### config.mk
export PLATFORM = sky130hd
export DESIGN_NAME = joystick_stepper_speed_control_top
export DESIGN_NICKNAME = d
export VERILOG_FILES = /design/src/jssc_pkg.sv /design/src/joystick_stepper_speed_control_top.sv /design/src/jssc_ctrl.sv /design/src/jssc_dp.sv
export SDC_FILE = /design/constraint.sdc
export NUM_CORES = 1
export LEC_CHECK = 0
export BUFFER_PORTS_ARGS = -buffer_cell sky130_fd_sc_hd__buf_2
export CAP_MARGIN = 15
export CORE_UTILIZATION = 50
export DETAILED_ROUTE_END_ITERATION = 12
export GPL_TIMING_DRIVEN = 0
export HOLD_SLACK_MARGIN = 0.03
export PLACE_DENSITY = 0.76
export SYNTH_ARGS = -nofsm -noshare
export SYNTH_HDL_FRONTEND = slang
export SYNTH_SLANG_ARGS = --single-unit
### constraint.sdc
create_clock -name clk -period 18.5 [get_ports clk]
set_clock_uncertainty 0.05 [all_clocks]
set_input_delay 3.7 -clock clk [delete_from_list [all_inputs] [get_ports clk]]
set_output_delay 3.7 -clock clk [all_outputs]
set_load 0.005 [all_outputs]
### src/jssc_pkg.sv
package jssc_pkg;

  // Motor direction codes, as shown on the result word
  typedef enum logic [1:0] {
    MODE_IDLE = 2'd0,
    MODE_CW   = 2'd1,
    MODE_CCW  = 2'd2
  } mode_t;

  // Register indexes of the configuration port
  localparam int CFG_IDX_W = 3;
  typedef enum logic [CFG_IDX_W-1:0] {
    CFG_UP_THR   = 3'd0,
    CFG_DOWN_THR = 3'd1,
    CFG_FASTEST  = 3'd2,
    CFG_SLOWEST  = 3'd3
  } cfg_idx_t;

  // Register reset values
  localparam int UP_THR_RESET   = 550;
  localparam int DOWN_THR_RESET = 500;
  localparam logic [7:0] FASTEST_RESET = 8'd2;
  localparam logic [7:0] SLOWEST_RESET = 8'd30;

  localparam int TICK_W  = 8;
  localparam int PHASE_W = 3;
  localparam int COIL_W  = 4;
  localparam int PER_W   = 10;

  // Commands from the sequencer to the datapath
  typedef struct packed {
    logic load;
    logic setup;
    logic div_step;
    logic commit;
  } jssc_cmd_t;

  // Status from the datapath to the sequencer
  typedef struct packed {
    logic div_done;
    logic out_free;
  } jssc_stat_t;

  // Half-step coil sequence
  function automatic logic [COIL_W-1:0] half_step(input logic [PHASE_W-1:0] ph);
    logic [COIL_W-1:0] pat;
    case (ph)
      3'd0:    pat = 4'b0001;
      3'd1:    pat = 4'b0011;
      3'd2:    pat = 4'b0010;
      3'd3:    pat = 4'b0110;
      3'd4:    pat = 4'b0100;
      3'd5:    pat = 4'b1100;
      3'd6:    pat = 4'b1000;
      default: pat = 4'b1001;
    endcase
    return pat;
  endfunction

endpackage

### src/joystick_stepper_speed_control_top.sv
// A sample passes through setup, the radix-4 divider steps and commit; the
// result word is registered at commit.
// The shared divider takes one sample at a time; the next sample is taken
// while the result word waits, and a stalled word holds the next commit.
// Reset (rst_n low, synchronous): idle mode, tick count, phase and coils zero,
// registers at their defaults; no clearing pass.
module joystick_stepper_speed_control_top import jssc_pkg::*; #(
  parameter int SAMPLE_BITS = 10
) (
  input  logic                   clk,
  input  logic                   rst_n,
  input  logic                   in_valid,
  output logic                   in_stall,
  input  logic [SAMPLE_BITS-1:0] in_sample,
  output logic                   out_valid,
  input  logic                   out_stall,
  output logic [COIL_W-1:0]      out_coils,
  output logic                   out_stepped,
  output logic [1:0]             out_direction,
  input  logic                   cfg_valid,
  output logic                   cfg_ready,
  input  logic [CFG_IDX_W-1:0]   cfg_index,
  input  logic [SAMPLE_BITS-1:0] cfg_wdata
);

  jssc_cmd_t  cmd;
  jssc_stat_t stat;

  jssc_ctrl u_ctrl (
    .clk      (clk),
    .rst_n    (rst_n),
    .in_valid (in_valid),
    .in_stall (in_stall),
    .stat     (stat),
    .cmd      (cmd)
  );

  jssc_dp #(
    .SAMPLE_BITS (SAMPLE_BITS)
  ) u_dp (
    .clk           (clk),
    .rst_n         (rst_n),
    .cmd           (cmd),
    .stat          (stat),
    .in_sample     (in_sample),
    .out_valid     (out_valid),
    .out_stall     (out_stall),
    .out_coils     (out_coils),
    .out_stepped   (out_stepped),
    .out_direction (out_direction),
    .cfg_valid     (cfg_valid),
    .cfg_ready     (cfg_ready),
    .cfg_index     (cfg_index),
    .cfg_wdata     (cfg_wdata)
  );

endmodule

### src/jssc_ctrl.sv
module jssc_ctrl import jssc_pkg::*; (
  input  logic       clk,
  input  logic       rst_n,
  input  logic       in_valid,
  output logic       in_stall,
  input  jssc_stat_t stat,
  output jssc_cmd_t  cmd
);

  typedef enum logic [1:0] {
    ST_IDLE,
    ST_SETUP,
    ST_DIV,
    ST_DONE
  } state_t;

  state_t state_r;
  logic   in_stall_r;

  // Decode commands from the current state
  always_comb begin
    cmd          = '0;
    cmd.load     = (state_r == ST_IDLE) && in_valid && !in_stall_r;
    cmd.setup    = (state_r == ST_SETUP);
    cmd.div_step = (state_r == ST_DIV);
    cmd.commit   = (state_r == ST_DONE) && stat.out_free;
  end

  // Advance the sequencer; hold the input stalled while a word is in flight
  always_ff @(posedge clk) begin
    if (!rst_n) begin
      state_r    <= ST_IDLE;
      in_stall_r <= 1'b0;
    end else begin
      unique case (state_r)
        ST_IDLE: begin
          if (cmd.load) begin
            state_r    <= ST_SETUP;
            in_stall_r <= 1'b1;
          end
        end
        ST_SETUP: state_r <= ST_DIV;
        ST_DIV: begin
          if (stat.div_done) state_r <= ST_DONE;
        end
        ST_DONE: begin
          if (stat.out_free) begin
            state_r    <= ST_IDLE;
            in_stall_r <= 1'b0;
          end
        end
        default: state_r <= ST_IDLE;
      endcase
    end
  end

  assign in_stall = in_stall_r;

  a_load_to_setup: assert property (@(posedge clk) disable iff (!rst_n)
    cmd.load |=> state_r == ST_SETUP)
    else $error("accepted word did not start setup");

  a_commit_frees_input: assert property (@(posedge clk) disable iff (!rst_n)
    cmd.commit |=> !in_stall)
    else $error("input still stalled after commit");

  a_busy_stalls: assert property (@(posedge clk) disable iff (!rst_n)
    (state_r == ST_DIV) |-> in_stall)
    else $error("input open during division");

endmodule

### src/jssc_dp.sv
module jssc_dp import jssc_pkg::*; #(
  parameter int SAMPLE_BITS = 10
) (
  input  logic                   clk,
  input  logic                   rst_n,
  input  jssc_cmd_t              cmd,
  output jssc_stat_t             stat,
  input  logic [SAMPLE_BITS-1:0] in_sample,
  output logic                   out_valid,
  input  logic                   out_stall,
  output logic [COIL_W-1:0]      out_coils,
  output logic                   out_stepped,
  output logic [1:0]             out_direction,
  input  logic                   cfg_valid,
  output logic                   cfg_ready,
  input  logic [CFG_IDX_W-1:0]   cfg_index,
  input  logic [SAMPLE_BITS-1:0] cfg_wdata
);

  localparam int SB     = SAMPLE_BITS;
  localparam int NUMW   = SB + TICK_W;
  localparam int ITER   = (NUMW + 1) / 2;
  localparam int DIVW   = 2 * ITER;
  localparam int CNT_W  = $clog2(ITER);
  localparam logic [SB-1:0] FULL = {SB{1'b1}};
  localparam logic [CNT_W-1:0] LAST_ITER = CNT_W'(ITER - 1);

  // Configuration registers
  logic [SB-1:0]     up_r, down_r;
  logic [TICK_W-1:0] fast_r, slow_r;

  // Motor state
  mode_t              mode_r, pend_mode_r, mode_nxt;
  logic [TICK_W-1:0]  tick_r;
  logic [PHASE_W-1:0] phase_r;
  logic [COIL_W-1:0]  coil_r;

  // Division state
  logic [SB-1:0]    sample_r;
  logic [SB-1:0]    den_r, rem_r;
  logic [DIVW-1:0]  nq_r;
  logic [CNT_W-1:0] cnt_r;
  logic             span_neg_r;

  // Result word
  logic              out_valid_r;
  logic [COIL_W-1:0] out_coils_r;
  logic              out_stepped_r;
  logic [1:0]        out_dir_r;

  assign cfg_ready = 1'b1;

  // Take configuration writes; unknown indexes are dropped
  always_ff @(posedge clk) begin
    if (!rst_n) begin
      up_r   <= SB'(UP_THR_RESET);
      down_r <= SB'(DOWN_THR_RESET);
      fast_r <= FASTEST_RESET;
      slow_r <= SLOWEST_RESET;
    end else if (cfg_valid && cfg_ready) begin
      case (cfg_index)
        CFG_UP_THR:   up_r   <= cfg_wdata;
        CFG_DOWN_THR: down_r <= cfg_wdata;
        CFG_FASTEST:  fast_r <= cfg_wdata[TICK_W-1:0];
        CFG_SLOWEST:  slow_r <= cfg_wdata[TICK_W-1:0];
        default: ;
      endcase
    end
  end

  // Setup: next mode, map numerator and divisor
  logic                above, below;
  logic [SB-1:0]       diff, den;
  logic [TICK_W:0]     span, span_abs;
  logic [NUMW-1:0]     prod;

  always_comb begin
    above = sample_r > up_r;
    below = sample_r < down_r;
    case (mode_r)
      MODE_CW:  mode_nxt = above ? MODE_CW : MODE_IDLE;
      MODE_CCW: mode_nxt = below ? MODE_CCW : MODE_IDLE;
      default: begin
        mode_nxt = MODE_IDLE;
        if (above) mode_nxt = MODE_CW;
        if (below) mode_nxt = MODE_CCW;
      end
    endcase
    if (mode_nxt == MODE_CW) begin
      diff = sample_r - up_r;
      den  = FULL - up_r;
    end else begin
      diff = sample_r;
      den  = down_r;
    end
    span     = {1'b0, slow_r} - {1'b0, fast_r};
    span_abs = span[TICK_W] ? (~span + 1'b1) : span;
    prod     = NUMW'(diff) * NUMW'(span_abs[TICK_W-1:0]);
  end

  // Two restoring division steps per cycle
  logic [SB:0]   r1, r2;
  logic [SB-1:0] r1s, r2s;
  logic          ge1, ge2;

  always_comb begin
    r1  = {rem_r, nq_r[DIVW-1]};
    ge1 = r1 >= {1'b0, den_r};
    r1s = ge1 ? SB'(r1 - {1'b0, den_r}) : r1[SB-1:0];
    r2  = {r1s, nq_r[DIVW-2]};
    ge2 = r2 >= {1'b0, den_r};
    r2s = ge2 ? SB'(r2 - {1'b0, den_r}) : r2[SB-1:0];
  end

  // Finish: period, tick and phase update
  logic [TICK_W-1:0]  q;
  logic [PER_W-1:0]   term, base, per_raw, per;
  logic [TICK_W-1:0]  tick_inc;
  logic               hit;

  always_comb begin
    q    = nq_r[TICK_W-1:0];
    term = span_neg_r ? (~{2'b00, q} + 1'b1) : {2'b00, q};
    if (pend_mode_r == MODE_CW) begin
      base    = {2'b00, slow_r};
      per_raw = base - term;
    end else begin
      base    = {2'b00, fast_r};
      per_raw = base + term;
    end
    if (den_r == '0) per_raw = {2'b00, fast_r};
    // clamp periods below one
    if (per_raw[PER_W-1] || per_raw == '0) per = PER_W'(1);
    else                                   per = per_raw;
    tick_inc = (tick_r == '1) ? tick_r : tick_r + 1'b1;
    hit      = {2'b00, tick_inc} >= per;
  end

  // Hold sample, run division
  always_ff @(posedge clk) begin
    if (cmd.load) sample_r <= in_sample;
    if (cmd.setup) begin
      pend_mode_r <= mode_nxt;
      den_r       <= den;
      rem_r       <= '0;
      nq_r        <= DIVW'(prod);
      span_neg_r  <= span[TICK_W];
    end else if (cmd.div_step) begin
      rem_r <= r2s;
      nq_r  <= {nq_r[DIVW-3:0], ge1, ge2};
    end
  end

  // Iteration count
  always_ff @(posedge clk) begin
    if (!rst_n)             cnt_r <= '0;
    else if (cmd.setup)     cnt_r <= '0;
    else if (cmd.div_step)  cnt_r <= cnt_r + 1'b1;
  end

  // Commit motor state and the result word
  always_ff @(posedge clk) begin
    if (!rst_n) begin
      mode_r      <= MODE_IDLE;
      tick_r      <= '0;
      phase_r     <= '0;
      coil_r      <= '0;
      out_valid_r <= 1'b0;
    end else begin
      if (cmd.commit) begin
        mode_r      <= pend_mode_r;
        out_valid_r <= 1'b1;
        out_dir_r   <= pend_mode_r;
        if (pend_mode_r == MODE_IDLE) begin
          tick_r        <= '0;
          out_stepped_r <= 1'b0;
          out_coils_r   <= coil_r;
        end else if (hit) begin
          tick_r        <= '0;
          coil_r        <= half_step(phase_r);
          out_coils_r   <= half_step(phase_r);
          out_stepped_r <= 1'b1;
          phase_r       <= (pend_mode_r == MODE_CW) ? phase_r + 1'b1 : phase_r - 1'b1;
        end else begin
          tick_r        <= tick_inc;
          out_stepped_r <= 1'b0;
          out_coils_r   <= coil_r;
        end
      end else if (out_valid_r && !out_stall) begin
        out_valid_r <= 1'b0;
      end
    end
  end

  assign stat.div_done = cmd.div_step && (cnt_r == LAST_ITER);
  assign stat.out_free = !out_valid_r || !out_stall;

  assign out_valid     = out_valid_r;
  assign out_coils     = out_coils_r;
  assign out_stepped   = out_stepped_r;
  assign out_direction = out_dir_r;

  a_commit_shows_word: assert property (@(posedge clk) disable iff (!rst_n)
    cmd.commit |=> out_valid)
    else $error("commit did not present a result word");

  a_phase_only_on_commit: assert property (@(posedge clk) disable iff (!rst_n)
    !cmd.commit |=> $stable(phase_r))
    else $error("phase moved outside commit");

  a_step_needs_motion: assert property (@(posedge clk) disable iff (!rst_n)
    (out_valid && out_stepped) |-> (out_direction != MODE_IDLE))
    else $error("step reported while idle");

endmodule
Word level (Yosys, flattened, before mapping)

Index checks and enable logic that the tools add are counted.

Multipliers: 1
Add/sub/neg operators: 13
Shift operators: 0
Eq/ne operators: 21
Bitwise logic cells: 4
Mux-type cells: 32
Div/mod/pow operators: 0
Reduce and logical (&&, ||, !) cells: 28
Order comparisons: 5

Operators with widths:

| operator                                                              | number |
|---|---|
| 10-bit 2-to-1 mux                                                     | 8 |
| 18-bit 2-to-1 mux                                                     | 2 |
| 8-bit 2-to-1 mux                                                      | 4 |
| 10-bit subtractor                                                     | 3 |
| 4-bit case mux with 7 select lines                                    | 1 |
| 11-bit by 10-bit greater-or-equal comparator with 1-bit output        | 2 |
| 10-bit zero test                                                      | 2 |
| 10-bit by 8-bit multiplier with 18-bit output                         | 1 |
| 8-bit by 1-bit adder with 8-bit output, second input constant         | 2 |
| 3-bit by 2-bit equality test with 1-bit output, second input constant | 4 |
| 10-bit by 1-bit adder with 10-bit output, second input constant       | 1 |
| 8-bit by 10-bit adder with 10-bit output                              | 1 |
| 8-bit by 10-bit greater-or-equal comparator with 1-bit output         | 1 |
| 10-bit greater-than comparator                                        | 1 |
| 10-bit less-than comparator                                           | 1 |
| 2-bit 2-to-1 mux                                                      | 5 |
| 8-bit inverter with 10-bit output                                     | 1 |
| 2-bit AND reduction                                                   | 5 |
| 10-bit subtractor, first input constant                               | 1 |
| 8-bit by 10-bit subtractor with 10-bit output                         | 1 |
| 3-bit equality test, second input constant                            | 3 |
| 3-bit AND reduction                                                   | 3 |
| 8-bit by 8-bit subtractor with 9-bit output                           | 1 |
| 2-bit by 1-bit equality test with 1-bit output, second input constant | 4 |
| other kinds (24)                                                      | 46 |

Output and inout port bits: 10
Bits in latches: 0
Bits in registers: 119
Bits of input ports: 28
Logic and storage cells: 125
Memories kept: 0
Bits in writable memories: 0
ROM bits: 0

Longest topological paths before layout

Gate-level depths: netlist (run 1).

Depth after elaboration: 12
Depth in mapped cells: 30

By module

From an unflattened synthesis (run 1), not the netlist that was laid out.

Cells, all modules: 1284
Area, all modules: 11139.4 sq um

By module, submodules not included:

| module    | area an instance (sq um) | times used | cells an instance | seq. area each (sq um) |
|---|---|---|---|---|
| jssc_dp   | 10911.7                  | 1          | 1257              | 2802.7 |
| jssc_ctrl | 227.7                    | 1          | 27                | 60.1 |

Worst setup path after synthesis (run 1)

Ideal clock, no wire load.

Path kind: register to register
From: register u_dp.sample_r[0]
To: register u_dp.nq_r[17] (data pin)
Path slack: 11607 ps
Stages on the path, launching flop included: 29
Arrival: 6572 ps
Cells stage by stage: edfxtp_1 inv_1 ha_1 inv_1 fa_1 a21o_1 a21oi_1 o22ai_1 o21ai_0 a211oi_1 o21ai_1 buf_2 mux2i_1 nor2_1 fa_1 fa_1 fa_1 inv_1 fa_1 inv_1 ha_1 or2_2 a21oi_1 o21ba_2 a41oi_1 a21oi_1 a31oi_1 xnor2_1 a21oi_1

Cells in the longest elaborated chain, start to end: 8

RTL lines:

| element                                         | RTL line                     | source |
|---|---|---|
| from (decl)                                     | jssc_dp.sv:39                | `logic [SB-1:0] sample_r;` |
| from (signal assigned)                          | jssc_dp.sv:141               | `if (cmd.load) sample_r <= in_sample;` |
| 10-bit greater-than comparator                  | jssc_dp.sv:78                | `above = sample_r > up_r;` |
| 1-bit 2-to-1 mux                                | jssc_dp.sv:81, jssc_dp.sv:85 |  |
| 2-bit 2-to-1 mux                                | jssc_dp.sv:86                | `if (below) mode_nxt = MODE_CCW;` |
| 2-bit case mux with 2 select lines              | jssc_dp.sv:80                | `case (mode_r)` |
| 2-bit by 1-bit equality test with 1-bit output  | jssc_dp.sv:89                | `if (mode_nxt == MODE_CW) begin` |
| 10-bit 2-to-1 mux *                             | jssc_dp.sv:89                |  |
| 10-bit by 8-bit multiplier with 18-bit output * | jssc_dp.sv:98                | `prod = NUMW'(diff) * NUMW'(span_abs[TICK_W-1:0]);` |
| 18-bit 2-to-1 mux *                             | jssc_dp.sv:142               | `if (cmd.setup) begin` |
| to (signal assigned)                            | jssc_dp.sv:146               | `nq_r <= DIVW'(prod);` |
| to (signal assigned)                            | jssc_dp.sv:150               | `nq_r <= {nq_r[DIVW-3:0], ge1, ge2};` |
| to (decl)                                       | jssc_dp.sv:41                | `logic [DIVW-1:0] nq_r;` |

Mark *: on every way between the ends. The rest lies on a longest branch, timed or not.
A chain may end at the register's enable or synchronous reset.

Worst setup path in the final report (run 1)

Ends and elaborated chain as after synthesis.

==> results of run 1 <==
## metrics by stage
stage	instance area, um2	utilization (%)	setup slack, ns	hold WS (ns)
6_report	12100	56.8	10.56	0.409
2_1_floorplan	10900	-	11.61	0.386
5_1_grt	12100	56.8	10.12	0.440
3_3_place_gp	11400	53.8	10.71	0.391
3_5_place_dp	11400	53.8	10.56	0.407
4_1_cts	12100	56.8	10.55	0.414
## cell type report
cell class	count	area share [%]
multi-input cells	965	61.0
well taps	275	2.85
inverters	142	4.42
clock inverters	12	1.35
repair buffers	36	1.49
clock buffers	20	3.97
plain buffers	35	1.15
flip-flops and latches	119	23.7
## synthesized netlist by cell type, drive strengths merged, types with 28 or more instances
cell type,instances,share of area (%)
a21oi,50,2.4
clkbuf,28,0.97
dfxtp,71,13
edfxtp,48,13
fa,54,9.9
ha,127,15
inv,142,4.9
mux2i,28,2.6
nand2,142,4.9
nand3,28,1.3
nor2,135,4.7
o21ai,54,2.5
xnor2,43,3.5
## critical path, delay by kind of cell, from the launching register on
family,cells,cell delay [ns]
fa+ha+maj,7,2.99
flops,1,0.37
xor+xnor,1,0.16
simple gates,2,0.45
mux,1,0.76
compound gates,12,2.24
buf+inv,5,0.61
## worst max-delay path by stage
stage / startpoint / endpoint / slack, ns / cells after the start
floorplan: u_dp.sample_r[0] / u_dp.nq_r[17] / 11.61 / 28
global placement: u_dp.sample_r[0] / u_dp.nq_r[17] / 10.71 / 28
detailed placement: u_dp.sample_r[0] / u_dp.nq_r[17] / 10.56 / 28
CTS: u_dp.sample_r[0] / u_dp.nq_r[17] / 10.55 / 28
global route: u_dp.sample_r[0] / u_dp.nq_r[17] / 10.12 / 28
finish: u_dp.sample_r[0] / u_dp.nq_r[17] / 10.56 / 28
## routing by layer
| layer | vias up | routed length, um | GRT usage, % |
|---|---|---|---|
| met3 | 52 | 1390 | 3.96 |
| met5 | - | 0 | 0 |
| met2 | 267 | 12200 | 41.1 |
| li1 | 4454 | - | - |
| met4 | 0 | 634 | 8.83 |
| met1 | 4340 | 11800 | 31.7 |
## cells by family after synthesis
family | after synthesis | share of synthesized area [%]
compound gates | 258 | 16.0
xor+xnor | 65 | 5.23
other cells | 1 | 0.0344
simple gates | 408 | 16.7
mux | 52 | 5.09
flops | 119 | 26.3
buf+inv | 177 | 6.17
fa+ha+maj | 181 | 24.5
## flip-flops by register name, indices dropped and copies added, names as in the netlist, 3 cells and up
signal          count
u_dp.cnt_r          4
u_dp.coil_r         4
u_dp.den_r         10
u_dp.down_r        10
u_dp.fast_r         8
u_dp.nq_r          18
u_dp.out_coils      4
u_dp.phase_r        3
u_dp.rem_r         10
u_dp.sample_r      10
u_dp.slow_r         8
u_dp.tick_r         8
u_dp.up_r          10
## layout by cell type, fill, tap and decap left out, types with 7 or more instances in the layout
| cell | n |
|---|---|
| a211oi_1 | 10 |
| a21boi_0 | 27 |
| a21o_1 | 16 |
| a21oi_1 | 49 |
| a31oi_1 | 10 |
| and3_1 | 7 |
| buf_2 | 39 |
| clkbuf_1 | 29 |
| clkbuf_16 | 19 |
| dfxtp_1 | 71 |
| edfxtp_1 | 48 |
| fa_1 | 54 |
| ha_1 | 127 |
| inv_1 | 142 |
| mux2_2 | 23 |
| mux2i_1 | 28 |
| nand2_1 | 142 |
| nand2b_1 | 13 |
| nand3_1 | 28 |
| nor2_1 | 135 |
| nor2b_1 | 17 |
| nor3_1 | 15 |
| o211ai_1 | 20 |
| o21a_1 | 15 |
| o21ai_0 | 53 |
| o31ai_1 | 7 |
| or2_2 | 15 |
| or3_1 | 9 |
| xnor2_1 | 43 |
| xor2_1 | 22 |
==> flow_metrics.tcl, run 1 <==
set metrics [dict create \
    initialDrtViolationCount 568 \
    grt_pass1_vias 8895 \
    cts.root.buffer_cell "clkbuf_16" \
    synth_cell_types 65 \
    ff_latch_area_mm2 0.00286 \
    synthArstFlopShare_pct 0 \
    synth_ff_type "dfxtp_1" \
    r2r_start "u_dp.sample_r[0]" \
    rows 53 \
    numCtsBuffers 17 \
    syn_area_per_cell_um2 8.64 \
    period_minus_slack_ns 7.94 \
    synth_nets 1470 \
    n_antenna_cell 0 \
    crit_arrival_ns 8.03 \
    final.setup.tns_ns 0 \
    synth_edf_count 48 \
    gr-total-overflow 0 \
    detail_route.vias_per_cell 5.68 \
    yosysSeqAreaShare_pct 26.3 \
    maxSlewViolCount 0 \
    rr_worst_depth 28 \
    synth_seq_cells 119 \
    gp_congestion 0.905 \
    setup_viol 0 \
    multi_input_area_mm2 0.00736 \
    cts.sinks 119 \
    portBuffers 36 \
    worstSkewPairLatency_ns 0.42 \
    cap_violations 0 \
    finalHoldViolCount 0 \
    drive_gt1_share_pct 8.73 \
    tightest_slew_ns 1.10 \
    dieArea_mm2 0.0224 \
    dp_hpwl_mm 20.5 \
    grt_pass1_wl_mm 43.2 \
    fin_crit_sh_pct 42.9 \
    syn-cell-area_mm2 0.0109 \
    hold_end "u_dp.coil_r[0]" \
    final-instance-count-excl-fill 1604 \
    min_path_type "reg -> reg" \
    start_util_pct 51.3 \
    drc_errors 0 \
    slew_headroom_pct 26.5 \
    fill_cells 1892 \
    layout.nets 1525 \
    crit_type "reg -> reg" \
    post_cts_resized 0 \
    vias 9113 \
    drt-wirelength-per-cell_um 16.2 \
    fmax_mhz 126 \
    hold_start "u_dp.coil_r[0]" \
    cts_tree "yes" \
    post_cts_buffers 0 \
    io_pins 38 \
    cts_buffer_depth 2 \
    die_h_um 150 \
    ctsHoldBuffers 0 \
    ant_nets 0 \
    dr.pass1.iters 7 \
    clk_pin_slew_ns 0.06 \
    cp_max_fo 10 \
    syn_to_final_growth_pct 10.7 \
    die_w_um 150 \
    min_path_cells 2 \
    core-area_mm2 0.0212 \
    crit_path_start_kind "register" \
    h-tree-depth 4 \
    syn_inst 1261 \
    required_ns 18.59 \
    routed_wl_mm 26.0 \
    antenna_found_initial 0 \
    cp_common_cell "fa_1" \
    outcome "finished, final reports clean" \
    critPathMaxStageDelay_ns 0.76 \
    grt_max_degree 21 \
    rsz0062_at_grt "false" \
    endpoint_kind "register" \
    globalRouteTotalUtil_pct 24.5 \
    yosysWarnings 0 \
    r2r_end "u_dp.nq_r[17]" \
    r2r_slack_ns 10.56 \
    cp_slowest_cell "mux2i_1" \
    dp.cells 1572 \
]
Power of run 1 is left out: the tool's default activity adds up to more than one toggle a clock period on the data nets, which glitch-free logic cannot reach.
==> inputs of run 2 (changes only) <==
clock period = 8.07 ns   (was 18.5 ns; I/O delays follow)
==> run 2 against run 1 <==
Clock-buffer cell count stayed put. Flip-flop and latch count stayed put. Highest routed layer unchanged. Via count is 0.16% higher. Cell area is 0.89% higher.
==> flow_metrics.tcl, run 2 (synthesis gave the netlist of run 1 again) <==
set metrics [dict create \
    cts.root.buffer_cell "clkbuf_16" \
    fmax_mhz 132 \
    crit_path_start_kind "register" \
    drc_errors 0 \
    drt-wirelength-per-cell_um 16.2 \
    dieArea_mm2 0.0224 \
    drive_gt1_share_pct 9.48 \
    portBuffers 36 \
    wl_met1_mm 11.9 \
    core-area_mm2 0.0212 \
    rsz0062_at_grt "false" \
    fin_util_pct 57.3 \
    period_minus_slack_ns 7.60 \
    globalRouteTotalUtil_pct 24.5 \
    required_ns 8.16 \
    grt_pass1_wl_mm 43.2 \
    h-tree-depth 4 \
    routed_wl_mm 26.0 \
    cp_max_fo 10 \
    numCtsBuffers 17 \
    die_h_um 150 \
    wl_met3_mm 1.41 \
    die_w_um 150 \
    crit_arrival_ns 7.68 \
    cts_tree "yes" \
    fill_cells 1871 \
    endpoint_kind "register" \
    topRoutingLayerUsed "met4" \
    grt_pass1_vias 8895 \
    cts_buffer_depth 2 \
    fin_crit_sh_pct 94.1 \
    tightest_slew_ns 1.12 \
    dr.pass1.iters 5 \
    vias 9128 \
    detail_route.vias_per_cell 5.69 \
    io_pins 38 \
    gr-total-overflow 0 \
    regMostFlops "u_dp.nq_r" \
    met2WireLength_mm 12.2 \
    post_cts_buffers 0 \
    cts.sinks 119 \
    syn_to_final_growth_pct 11.7 \
    maxSlewViolCount 0 \
    largest_reg_flops 18 \
    worstSkewPairLatency_ns 0.42 \
    setup_viol 0 \
    crit_type "reg -> reg" \
    final.setup.tns_ns 0 \
    slew_headroom_pct 25.4 \
    layout.nets 1525 \
    initialDrtViolationCount 507 \
    outcome "finished, final reports clean" \
    grt_max_degree 21 \
    postLayoutSetupSlackWorst_ns 0.474 \
    r2r_slack_ns 0.47 \
    n_antenna_cell 0 \
    cap_violations 0 \
    gp_congestion 0.905 \
    antenna_found_initial 0 \
    final_cell_mix "inv_1, nand2_1, nor2_1, ha_1, dfxtp_1" \
    finalHoldViolCount 0 \
    ant_nets 0 \
    clk_pin_slew_ns 0.06 \
    dp_hpwl_mm 20.5 \
    rows 53 \
    min_path_type "reg -> reg" \
    dpl_worst_slack_ns 0.127 \
    start_util_pct 51.3 \
]
-- run 2: final cells by class --
type	instances	area, um2	share of cell area [%]
Clock inverter	12	163	1.34
Multi-Input combinational cell	965	7460	61.3
Clock buffer	20	479	3.94
Inverter	142	533	4.38
Tap cell	275	344	2.83
Timing Repair Buffer	36	180	1.48
Sequential cell	119	2860	23.5
Buffer	35	141	1.16
-- run 2: through the flow --
step / std cells / instance area (um2) / hold WS [ns]
floorplan: 1261 / 10900 / 0.386
global route: 1604 / 12200 / 0.440
finish: 1604 / 12200 / 0.409
CTS: 1604 / 12100 / 0.414
detailed placement: 1572 / 11400 / 0.407
global placement: 1572 / 11400 / 0.391
-- run 2: path summary, 6_finish.rpt --
check / end / startpoint / cells past startpoint
worst max-delay path: u_dp.nq_r[17] / u_dp.fast_r[0] / 27
worst min-delay path: u_dp.coil_r[0] / u_dp.coil_r[0] / 2
worst min register to register: u_dp.coil_r[0] / u_dp.coil_r[0] / 2
worst max register to register: u_dp.nq_r[17] / u_dp.fast_r[0] / 27
-- run 2: repair_timing --
item,4_1_cts,5_1_grt
resized for setup,0,18
hold buffers,0,0
setup endpoints to repair,0,5
-- run 2: worst max-delay path, stage by stage (launching register included) --
cell and delay [ns]:
dfxtp_1 0.42, ha_1 0.21, inv_1 0.06, fa_1 0.40, a21o_1 0.18, a21oi_1 0.26
o21ai_0 0.15, a21o_1 0.17, a21o_1 0.19, clkbuf_1 0.20, a21oi_1 0.25, xor2_2 0.54
nor2_1 0.15, fa_1 0.52, fa_1 0.53, fa_1 0.55, inv_1 0.05, fa_1 0.52
inv_1 0.04, ha_1 0.33, or2_2 0.31, a21oi_1 0.18, o21ba_2 0.19, a41oi_1 0.24
a21oi_1 0.13, a31oi_1 0.21, xnor2_1 0.16, a21oi_1 0.09
-- run 2: metal layers --
layer	global-route usage (%)	vias up
li1	-	4461
met1	31.7	4349
met2	41.1	261
met3	3.96	57
met4	8.83	0
met5	0	-
Power of run 2 is left out for the same reason.
